File: config.mk
export PLATFORM = sky130hd
export DESIGN_NAME = inverter_init_sequencer_unit
export DESIGN_NICKNAME = d
export VERILOG_FILES = /design/src/iis_pkg.sv /design/src/iis_cfg_regs.sv /design/src/iis_core.sv /design/src/inverter_init_sequencer_unit.sv
export SDC_FILE = /design/constraint.sdc
export NUM_CORES = 1
export LEC_CHECK = 0
export BUFFER_PORTS_ARGS = -buffer_cell sky130_fd_sc_hd__buf_2
export CAP_MARGIN = 20
export CORE_ASPECT_RATIO = 1.75
export CORE_MARGIN = 8
export CORE_UTILIZATION = 44
export DETAILED_ROUTE_END_ITERATION = 8
export PLACE_DENSITY_LB_ADDON = 0.1
export SYNTH_ARGS = -nofsm -noshare
export SYNTH_HDL_FRONTEND = slang
export SYNTH_SLANG_ARGS = --single-unit
export TNS_END_PERCENT = 30
File: constraint.sdc
create_clock -name clk -period 5.9 [get_ports clk]
set_input_delay 0.295 -clock clk [delete_from_list [all_inputs] [get_ports clk]]
set_output_delay 0.295 -clock clk [all_outputs]
set_load 0.05 [all_outputs]
File: src/iis_pkg.sv
`timescale 1ns / 1ps
// ----------------------------------------------------------------------------
// iis_pkg
// Shared types and constants of the inverter init sequencer: phases, register
// map, command frame bytes and the structs passed between modules.
// ----------------------------------------------------------------------------
package iis_pkg;

  typedef enum logic [3:0] {
    PH_CLEAR     = 4'd0,
    PH_BRIDGE    = 4'd1,
    PH_DISABLE   = 4'd2,
    PH_ENABLE_TX = 4'd3,
    PH_REMOVE    = 4'd4,
    PH_ACC       = 4'd5,
    PH_DEC       = 4'd6,
    PH_DONE      = 4'd7,
    PH_FAILED    = 4'd8
  } phase_t;

  typedef enum logic [1:0] {
    REG_POLL_INTERVAL = 2'd0,
    REG_TIMEOUT       = 2'd1,
    REG_FRAME_ID      = 2'd2
  } reg_index_t;

  localparam logic [15:0] POLL_INTERVAL_RESET = 16'd101;
  localparam logic [15:0] TIMEOUT_RESET       = 16'd2000;
  localparam logic [10:0] FRAME_ID_RESET      = 11'd513;

  localparam logic [23:0] CMD_CLEAR_ERRORS   = 24'h8E_00_00;
  localparam logic [23:0] CMD_REQ_BRIDGE     = 24'h3D_E2_00;
  localparam logic [23:0] CMD_DISABLE        = 24'h51_04_00;
  localparam logic [23:0] CMD_REQ_ENABLE     = 24'h3D_E8_00;
  localparam logic [23:0] CMD_REMOVE_DISABLE = 24'h51_00_00;
  localparam logic [23:0] CMD_ACCEL_RAMP     = 24'h35_F4_01;
  localparam logic [23:0] CMD_DECEL_RAMP     = 24'hED_E8_03;

  typedef struct packed {
    logic [15:0] poll_interval_ms;
    logic [15:0] timeout_ms;
    logic [10:0] command_frame_id;
  } iis_cfg_t;

  typedef struct packed {
    logic        func;
    logic [31:0] now_ms;
    logic        bridge_ready;
    logic        transmit_enabled;
  } iis_item_t;

  typedef struct packed {
    logic        send_frame;
    logic [10:0] frame_id;
    logic [7:0]  frame_byte0;
    logic [7:0]  frame_byte1;
    logic [7:0]  frame_byte2;
    logic        init_done;
    logic        init_failed;
    phase_t      phase;
  } iis_result_t;

endpackage

File: src/iis_cfg_regs.sv
`timescale 1ns / 1ps
// ----------------------------------------------------------------------------
// iis_cfg_regs
// APB-style register bank: poll interval, acknowledge timeout and command
// frame identifier.
// ----------------------------------------------------------------------------
module iis_cfg_regs (
  input  logic               clk,
  input  logic               rst,
  input  logic               psel,
  input  logic               penable,
  input  logic               pwrite,
  input  logic [3:0]         paddr,
  input  logic [31:0]        pwdata,
  output logic [31:0]        prdata,
  output logic               pready,
  output iis_pkg::iis_cfg_t  cfg
);
  import iis_pkg::*;

  logic       wr_en;
  logic [1:0] reg_idx;

  assign pready  = 1'b1;
  assign wr_en   = psel && penable && pwrite;
  assign reg_idx = paddr[3:2];

  always_ff @(posedge clk) begin
    if (rst) begin
      cfg.poll_interval_ms <= POLL_INTERVAL_RESET;
      cfg.timeout_ms       <= TIMEOUT_RESET;
      cfg.command_frame_id <= FRAME_ID_RESET;
    end else if (wr_en) begin
      unique case (reg_idx)
        REG_POLL_INTERVAL: cfg.poll_interval_ms <= pwdata[15:0];
        REG_TIMEOUT:       cfg.timeout_ms       <= pwdata[15:0];
        REG_FRAME_ID:      cfg.command_frame_id <= pwdata[10:0];
        default: ;
      endcase
    end
  end

  always_comb begin
    unique case (reg_idx)
      REG_POLL_INTERVAL: prdata = {16'd0, cfg.poll_interval_ms};
      REG_TIMEOUT:       prdata = {16'd0, cfg.timeout_ms};
      REG_FRAME_ID:      prdata = {21'd0, cfg.command_frame_id};
      default:           prdata = 32'd0;
    endcase
  end

endmodule

File: src/iis_core.sv
`timescale 1ns / 1ps
// ----------------------------------------------------------------------------
// iis_core
// Sequencer state machine and time compares. Works on the registered item and
// updates its state when the item moves into the result register.
// ----------------------------------------------------------------------------
module iis_core (
  input  logic                 clk,
  input  logic                 rst,
  input  iis_pkg::iis_cfg_t    cfg,
  input  logic                 step,
  input  iis_pkg::iis_item_t   item,
  output iis_pkg::iis_result_t result
);
  import iis_pkg::*;

  phase_t      seq_phase, seq_phase_next;
  logic [31:0] start_time, start_time_next;
  logic [31:0] last_request_time, last_request_time_next;
  logic        disable_removed, disable_removed_next;

  logic [31:0] since_request;
  logic [31:0] since_start;
  logic        interval_passed;
  logic        timed_out;
  logic        send;
  logic [23:0] cmd;

  assign since_request   = item.now_ms - last_request_time;
  assign since_start     = item.now_ms - start_time;
  assign interval_passed = since_request >= {16'd0, cfg.poll_interval_ms};
  assign timed_out       = since_start >= {16'd0, cfg.timeout_ms};

  always_ff @(posedge clk) begin
    if (rst) begin
      seq_phase         <= PH_CLEAR;
      start_time        <= 32'd0;
      last_request_time <= 32'd0;
      disable_removed   <= 1'b0;
    end else if (step) begin
      seq_phase         <= seq_phase_next;
      start_time        <= start_time_next;
      last_request_time <= last_request_time_next;
      disable_removed   <= disable_removed_next;
    end
  end

  always_comb begin
    seq_phase_next         = seq_phase;
    start_time_next        = start_time;
    last_request_time_next = last_request_time;
    disable_removed_next   = disable_removed;
    send                   = 1'b0;
    cmd                    = 24'd0;
    if (item.func) begin
      seq_phase_next         = PH_CLEAR;
      start_time_next        = item.now_ms;
      last_request_time_next = 32'd0;
      disable_removed_next   = 1'b0;
    end else begin
      unique case (seq_phase)
        PH_CLEAR: begin
          send           = 1'b1;
          cmd            = CMD_CLEAR_ERRORS;
          seq_phase_next = PH_BRIDGE;
        end
        PH_BRIDGE: begin
          if (interval_passed) begin
            send                   = 1'b1;
            cmd                    = CMD_REQ_BRIDGE;
            last_request_time_next = item.now_ms;
          end
          if (item.bridge_ready) begin
            seq_phase_next       = PH_DISABLE;
            disable_removed_next = 1'b0;
          end else if (timed_out) begin
            seq_phase_next = PH_FAILED;
          end
        end
        PH_DISABLE: begin
          send           = 1'b1;
          cmd            = CMD_DISABLE;
          seq_phase_next = PH_ENABLE_TX;
        end
        PH_ENABLE_TX: begin
          if (interval_passed) begin
            send                   = 1'b1;
            cmd                    = CMD_REQ_ENABLE;
            last_request_time_next = item.now_ms;
          end
          if (item.transmit_enabled) begin
            seq_phase_next         = PH_REMOVE;
            disable_removed_next   = 1'b0;
            start_time_next        = item.now_ms;
            last_request_time_next = item.now_ms;
          end else if (timed_out) begin
            seq_phase_next = PH_FAILED;
          end
        end
        PH_REMOVE: begin
          if (!disable_removed) begin
            send                 = 1'b1;
            cmd                  = CMD_REMOVE_DISABLE;
            disable_removed_next = 1'b1;
            seq_phase_next       = PH_ACC;
          end
        end
        PH_ACC: begin
          send           = 1'b1;
          cmd            = CMD_ACCEL_RAMP;
          seq_phase_next = PH_DEC;
        end
        PH_DEC: begin
          send           = 1'b1;
          cmd            = CMD_DECEL_RAMP;
          seq_phase_next = PH_DONE;
        end
        default: ;
      endcase
    end

    result.send_frame  = send;
    result.frame_id    = send ? cfg.command_frame_id : 11'd0;
    result.frame_byte0 = cmd[23:16];
    result.frame_byte1 = cmd[15:8];
    result.frame_byte2 = cmd[7:0];
    result.init_done   = (seq_phase_next == PH_DONE);
    result.init_failed = (seq_phase_next == PH_FAILED);
    result.phase       = seq_phase_next;
  end

  a_restart_clears: assert property (@(posedge clk) disable iff (rst)
    step && item.func |=> seq_phase == PH_CLEAR && last_request_time == 32'd0
      && !disable_removed)
    else $error("restart did not return sequencer to clear-errors");

  a_terminal_holds: assert property (@(posedge clk) disable iff (rst)
    step && !item.func && (seq_phase == PH_DONE || seq_phase == PH_FAILED)
      |=> seq_phase == $past(seq_phase))
    else $error("done or failed phase left without restart");

  a_request_time: assert property (@(posedge clk) disable iff (rst)
    step && !item.func && send && (seq_phase == PH_BRIDGE || seq_phase == PH_ENABLE_TX)
      |=> last_request_time == $past(item.now_ms))
    else $error("request sent without updating last request time");

  a_no_step_holds: assert property (@(posedge clk) disable iff (rst)
    !step |=> $stable(seq_phase) && $stable(start_time))
    else $error("sequencer state moved without a transfer");

endmodule

File: src/inverter_init_sequencer_unit.sv
`timescale 1ns / 1ps
// ----------------------------------------------------------------------------
// inverter_init_sequencer_unit
// Power-up sequencer for a CAN-commanded motor inverter.
//
// Input channel (in_valid/in_stall): one poll or restart per transfer, with
// the current millisecond time and the two acknowledge flags. Output channel
// (out_valid/out_stall): exactly one result per input transfer, carrying an
// optional three-byte command frame, the new phase and done/failed flags. The
// user does configuration via the APB-style port only while idle (unchecked).
//
// An item is registered on input, evaluated combinationally by the core and
// lands in the result register, which drives out_valid. Throughput is one
// item per clock while the receiver does not stall, limited by the state
// update of the phase machine.
// When the receiver stalls, the result register holds and the input register
// fills; in_stall rises only once both are occupied, so no item is lost.
// Synchronous reset empties both registers, returns the phase to clear-errors,
// zeroes the recorded times and loads the register reset values.
// ----------------------------------------------------------------------------
module inverter_init_sequencer_unit (
  input  logic        clk,
  input  logic        rst,
  input  logic        psel,
  input  logic        penable,
  input  logic        pwrite,
  input  logic [3:0]  paddr,
  input  logic [31:0] pwdata,
  output logic [31:0] prdata,
  output logic        pready,
  input  logic        in_valid,
  output logic        in_stall,
  input  logic        func,
  input  logic [31:0] now_ms,
  input  logic        bridge_ready,
  input  logic        transmit_enabled,
  output logic        out_valid,
  input  logic        out_stall,
  output logic        send_frame,
  output logic [10:0] frame_id,
  output logic [7:0]  frame_byte0,
  output logic [7:0]  frame_byte1,
  output logic [7:0]  frame_byte2,
  output logic        init_done,
  output logic        init_failed,
  output logic [3:0]  phase
);
  import iis_pkg::*;

  iis_cfg_t    cfg;
  iis_item_t   item;
  logic        item_valid;
  iis_result_t core_result;
  iis_result_t result;
  logic        out_free;
  logic        step;

  assign out_free = !out_valid || !out_stall;
  assign step     = item_valid && out_free;
  assign in_stall = item_valid && !out_free;

  iis_cfg_regs u_cfg (
    .clk     (clk),
    .rst     (rst),
    .psel    (psel),
    .penable (penable),
    .pwrite  (pwrite),
    .paddr   (paddr),
    .pwdata  (pwdata),
    .prdata  (prdata),
    .pready  (pready),
    .cfg     (cfg)
  );

  // input register
  always_ff @(posedge clk) begin
    if (rst) begin
      item_valid <= 1'b0;
    end else if (!in_stall) begin
      item_valid <= in_valid;
    end
  end

  always_ff @(posedge clk) begin
    if (!in_stall && in_valid) begin
      item.func             <= func;
      item.now_ms           <= now_ms;
      item.bridge_ready     <= bridge_ready;
      item.transmit_enabled <= transmit_enabled;
    end
  end

  iis_core u_core (
    .clk    (clk),
    .rst    (rst),
    .cfg    (cfg),
    .step   (step),
    .item   (item),
    .result (core_result)
  );

  // result register
  always_ff @(posedge clk) begin
    if (rst) begin
      out_valid <= 1'b0;
    end else if (out_free) begin
      out_valid <= item_valid;
    end
  end

  always_ff @(posedge clk) begin
    if (step) begin
      result <= core_result;
    end
  end

  assign send_frame  = result.send_frame;
  assign frame_id    = result.frame_id;
  assign frame_byte0 = result.frame_byte0;
  assign frame_byte1 = result.frame_byte1;
  assign frame_byte2 = result.frame_byte2;
  assign init_done   = result.init_done;
  assign init_failed = result.init_failed;
  assign phase       = result.phase;

endmodule
=== Yosys cells after proc, flatten, opt, wreduce, memory -nomap -nowiden ===
Cells that the tools add are included.
Widths: inputs -> output; s select.

* Add/sub/neg operators: 2
* $mul: 0
* Div/mod/pow operators: 0
* Magnitude comparators: 2
* Equal/unequal tests: 12
* Shift operators: 0
* Mux-type cells: 26
* Bitwise gates (word level): 0
* Reduce and logical (&&, ||, !) cells: 24

{| class="wikitable"
|+ Operators with widths
! cell !! number
|-
| $mux 32 || 6
|-
| $pmux 24 s7 || 1
|-
| $ge 32x16->1 || 2
|-
| $pmux 32 s2 || 1
|-
| $sub 32x32->32 || 2
|-
| $pmux 16 s3 || 1
|-
| $mux 22 || 2
|-
| $pmux 4 s7 || 1
|-
| $mux 23 || 1
|-
| $mux 4 || 5
|-
| $eq 4x3->1 const B || 4
|-
| $eq 4x2->1 const B || 2
|-
| $reduce_and 2->1 || 4
|-
| $mux 1 || 6
|-
| $ne 3x3->1 const B || 2
|-
| $pmux 1 s3 || 2
|-
| $logic_and 1x1->1 || 5
|-
| $eq 4x1->1 const B || 1
|-
| $eq 4x4->1 const B || 1
|-
| $logic_not 1->1 || 4
|-
| $logic_not 4->1 || 1
|-
| $reduce_and 4->1 || 1
|-
| $reduce_bool 2->1 || 2
|-
| $reduce_bool 4->1 || 1
|-
| 8 further kinds || 8
|}

* Bits in registers: 191
* Latch bits: 0
* RAM bits: 0
* Bits in read-only memories: 0
* Input bits: 78
* Output and inout port bits: 77
* Word-level logic and storage cells: 87
* Memories: 0

=== Depth between registers and ports, before layout ===
* Word-level depth: 7
* Depth in mapped cells: 22
* Depth with buffers taken out: 20

=== By module ===
Synthesis repeated with hierarchy kept, for this count alone.

* Cell total of the unflattened synthesis: 1,458
* Area, all modules: 12,660.9 µm²

{| class="wikitable"
|+ Modules (own cells, without submodules)
! module !! instances !! cells each !! area each (µm²)
|-
| iis_core || 1 || 1,132 || 8,011.4
|-
| inverter_init_sequencer_unit || 1 || 87 || 2,398.6
|-
| iis_cfg_regs || 1 || 239 || 2,250.9
|}

=== Worst setup path before layout ===
Ideal clock, no wire load.

* Path kind: register to register
* From: reg item[2] (netlist name)
* To: reg result (netlist bit frame_id[1]) (data pin)
* Arrival time: 4.155 ns
* Required time: 5.645 ns
* Slack: 1.491 ns
* Cell stages (with the launch flop): 22
* Period minus slack after synthesis: 4.409 ns
* Cell sequence: edfxtp_1 > inv_1 > ha_1 > inv_1 > fa_1 > a21o_1 > a221o_1 > nand2_1 > o21bai_1 > a21oi_1 > xnor2_1 > ha_1 > a21o_1 > a21o_1 > a211oi_1 > o41ai_1 > nor4_1 > o2111ai_1 > o41ai_2 > o22ai_1 > clkbuf_1 > and2_1

{| class="wikitable"
|+ RTL lines
! what !! line !! text
|-
| to (signal assigned) || inverter_init_sequencer_unit.sv:113 || <nowiki>result <= core_result;</nowiki>
|-
| to (decl) || inverter_init_sequencer_unit.sv:54 || <nowiki>iis_result_t result;</nowiki>
|}

=== Worst setup path after layout ===
* From: reg item[2] (netlist name)
* To: reg u_core.last_request_time[2]

* Longest elaborated chain between the ends: 6

{| class="wikitable"
|+ RTL lines
! what !! line !! text
|-
| $sub 32x32->32 (*) || iis_core.sv:29 || <nowiki>assign since_request = item.now_ms - last_request_time;</nowiki>
|-
| $ge 32x16->1 (*) || iis_core.sv:31 || <nowiki>assign interval_passed = since_request >= {16'd0, cfg.poll_interval_ms};</nowiki>
|-
| $mux 32 (*) || -- ||
|-
| $mux 32 || -- ||
|-
| $pmux 32 s2 (*) || -- ||
|-
| $mux 32 (*) || -- ||
|-
| to (signal assigned) || iis_core.sv:43 || <nowiki>last_request_time <= last_request_time_next;</nowiki>
|-
| to (decl) || iis_core.sv:19 || <nowiki>logic [31:0] last_request_time, last_request_time_next;</nowiki>
|}

Every way passes the cells marked *; elsewhere a longest branch is shown, timed or not.
A chain may end at the register's enable or synchronous reset.

==> run summary <==
# setup viols final -> 0
worst reg2reg setup slack -> 470 ps
Clock Sinks -> 181
number of enable flip-flop cells after synthesis -> 67
1st-pass router iterations -> 5
Worst setup SP type -> flip-flop
DRC -> 0
Yosys Warn Count -> 0
worst reg2reg endpoint -> u_core.last_request_time[2]
Post-DRT Antenna Nets -> 0
Worst Hold Class -> input pin to flip-flop
critical path peak fanout -> 63
ant diodes -> 0
Detailed Place HPWL -> 28900 um
Worst IR Drop VDD -> 0.208 mV
critical path class -> flip-flop to flip-flop
Reg2Reg Depth -> 21
CTS tree -> done
leak pwr -> 0.00533 uW
GPL Wtd Cong -> 0.942
routed len/inst -> 18.7 um
initial antenna violation count -> 0
synth top area cells -> dfxtp_1 (19%), edfxtp_1 (17%), ha_1 (9.7%), nand2_1 (9.0%), a21oi_1 (6.4%)
Worst Clk Skew -> 11.1 ps
share of cells above drive strength 1 -> 11.9%
die area -> 33200 um^2
via count -> 10885
area leader, netlist -> dfxtp_1
fraction of registers with async set/reset -> 0%
grt total ovfl -> 0
Die W -> 141 um
RSZ-0062 raised after global routing -> false
Max Root-Sink Buffers -> 2
critical path's largest stage delay -> 740 ps
max-cap viol count -> 0
root buf cell -> clkbuf_16
Setup WS post-layout -> 468 ps
final wirelength -> 36900 um
Reg clk slew, reported paths -> 70 ps
Final period util -> 92.1%
setup_tns -> 0 ps
PostCTS Resize Cnt -> 0
CP Launch Point -> item[2]
part of the Yosys area used for sequential elements -> 35.5%
post-layout min period -> 5430 ps
die height -> 235 um
Yosys cell types -> 74
mean area per synthesized cell -> 8.07 um^2
Crit path depth -> 21
Buffers & Inverters on Critical Path -> 3
CP max stage cell -> or4_2
DRT iter0 DRCs -> 532
Cells after Synth -> 1497
top_reg_cell synth -> dfxtp_1
Worst R2R Start -> item[2]
Req. time, crit path -> 6300 ps
fmax -> 184 MHz
Slew Limit Fails -> 0
IO Port Bufs -> 112
initial core utilization -> 44.5%
final hold vios -> 0
Power Density -> 235 nW/um^2
CTS Buf Count -> 17
GRT Util Overall -> 22.5%
Synth Register Bits -> 181
CP endpoint kind -> flip-flop
status -> finished clean
crit-path leading delay family -> compound AO/OA/AOI/OAI gates
CP endpoint -> u_core.last_request_time[2]
layout overhead on the synthesized area -> 13.5%
Worst-Margin Slew -> 893 ps
top cell type's share of synthesized area -> 18.9%
final net count -> 1770
num ports -> 155
first-pass GRT wire length -> 58500 um
top-count cell post-synth -> nand2_1
Placement Setup Slack -> 514 ps
WP data arrival -> 5840 ps
H-tree Lvls -> 4
worst path cell trace -> inv_1, ha_1, inv_1, fa_1, a21o_1, a221o_1, nand2_1, o21bai_1, a21oi_1, xnor2_1, ha_1, a21o_1, a21o_1, a211oi_1, o41ai_1, nor4_1, o2111ai_1, or4_2, buf_12, o31ai_1, nand2b_1
Critical Path Most Common Cell -> a21o_1
core box area -> 27100 um^2
Site Rows -> 80
mapped cell area -> 12100 um^2
number of vias per cell -> 5.50
clk_lat worst skew -> 460 ps
Max-slew headroom -> 40.2%
vias in the first global route -> 10845
largest net degree at the start of global routing -> 73
commonest cells in the netlist -> nand2_1 (291), a21oi_1 (155), dfxtp_1 (114)
==> kinds of logic (layout without fill, tap and decap cells) <==
family	Yosys count	in the layout	share of synthesized area, %
muxes	22	22	1.84
other	2	24	0.0622
DFF	181	181	35.5
buffers and inverters	211	301	7.76
xor gates and xnor gates	46	46	3.33
AOI/OAI and AO/OA	391	391	20.7
and+or+nand+nor	548	548	20.7
adders and majority gates	96	96	10.1
==> state kept, by name (all words and copies together), names as in the netlist, 2 cells and up <==
name / count
u_core.start_time: 32
frame_byte0: 8
phase: 4
u_cfg.cfg: 43
u_core.last_request_time: 32
frame_id: 11
frame_byte1: 4
frame_byte2: 2
u_core.seq_phase: 4
item: 35
==> what timing repair did <==
action                    4_1_cts  5_1_grt
setup buffers                   0        0
hold endpoints to repair       28        0
hold buffers                   28        0
==> final cells by class <==
class,count,area [um^2]
fillers,2675,13400
multi-input cells,1127,6960
flip-flops and latches,181,4290
repair buffers,157,993
clock buffers,22,497
well taps,369,462
inverters,112,420
clock inverters,10,80.1
==> report_power, final <==
group	leakage (uW)	switching (uW)	total (uW)	internal, uW
Sequential	0.00157	38.1	1380	1340
Combinational	0.00348	466	712	246
Clock	0.000283	530	1140	608
==> through the flow <==
| step | instance area, um^2 | hold slack (ps) | util [%] | total power, uW | cells |
|---|---|---|---|---|---|
| 5_1_grt | 13700 | 2.80 | 50.5 | 3370 | 1978 |
| 4_1_cts | 13700 | 0.334 | 50.5 | 3260 | 1977 |
| 3_3_place_gp | 12800 | 441 | 47.3 | 2090 | 1917 |
| 3_5_place_dp | 12800 | 447 | 47.3 | 2100 | 1917 |
| 6_report | 13700 | 10.6 | 50.5 | 3230 | 1978 |
| 2_1_floorplan | 12200 | 394 | - | 1910 | 1519 |
==> how the worst min path moves through the flow <==
| stage | start | endpoint | slack, ps | cells past startpoint |
|---|---|---|---|---|
| floorplan | transmit_enabled | item[0] | 390 | 0 |
| global placement | u_core.start_time[19] | u_core.start_time[19] | 440 | 2 |
| detailed placement | u_core.start_time[6] | u_core.start_time[6] | 450 | 2 |
| CTS | now_ms[7] | item[9] | 0.3 | 1 |
| global route | now_ms[7] | item[9] | 3 | 1 |
| finish | bridge_ready | item[1] | 10 | 1 |
==> worst reg2reg max path: cells and delay by family (launching register included) <==
kind,cells,cell delay (ps)
DFF,1,390
adders and majority gates,3,870
xor gates and xnor gates,1,160
and+or+nand+nor,4,1250
buffers and inverters,3,430
AOI/OAI and AO/OA,10,2270
==> layer usage <==
metal | GRT usage (%) | share of wire (%)
met1 | 22.8 | 37
met2 | 42.5 | 54
met3 | 3.76 | 4.4
met4 | 11.9 | 4.8
met5 | 0 | 0
==> cells in the final DEF (no fill, tap or decap), types with 6 or more instances in the layout <==
cell,netlist,final
a211oi_1,13,13
a21o_1,28,28
a21oi_1,155,155
a31oi_1,15,15
and2_1,18,18
and3_1,10,10
buf_2,2,112
buf_4,27,15
clkbuf_16,0,19
conb_1,2,24
dfxtp_1,114,114
dlygate4sd3_1,0,28
edfxtp_1,67,67
ha_1,94,94
inv_1,111,111
mux2i_1,20,20
nand2_1,291,291
nand2b_1,25,24
nand3_1,55,55
nand4_1,22,22
nor2_1,66,65
nor2b_1,8,7
nor3_1,12,11
nor4_1,9,9
o211ai_1,27,27
o211ai_2,9,9
o21a_1,11,11
o21ai_0,63,63
o21bai_1,6,6
o22ai_1,7,6
o31ai_1,16,16
xnor2_1,27,27
xor2_1,19,19
No activity file was read; power rests on OpenSTA's default activity.
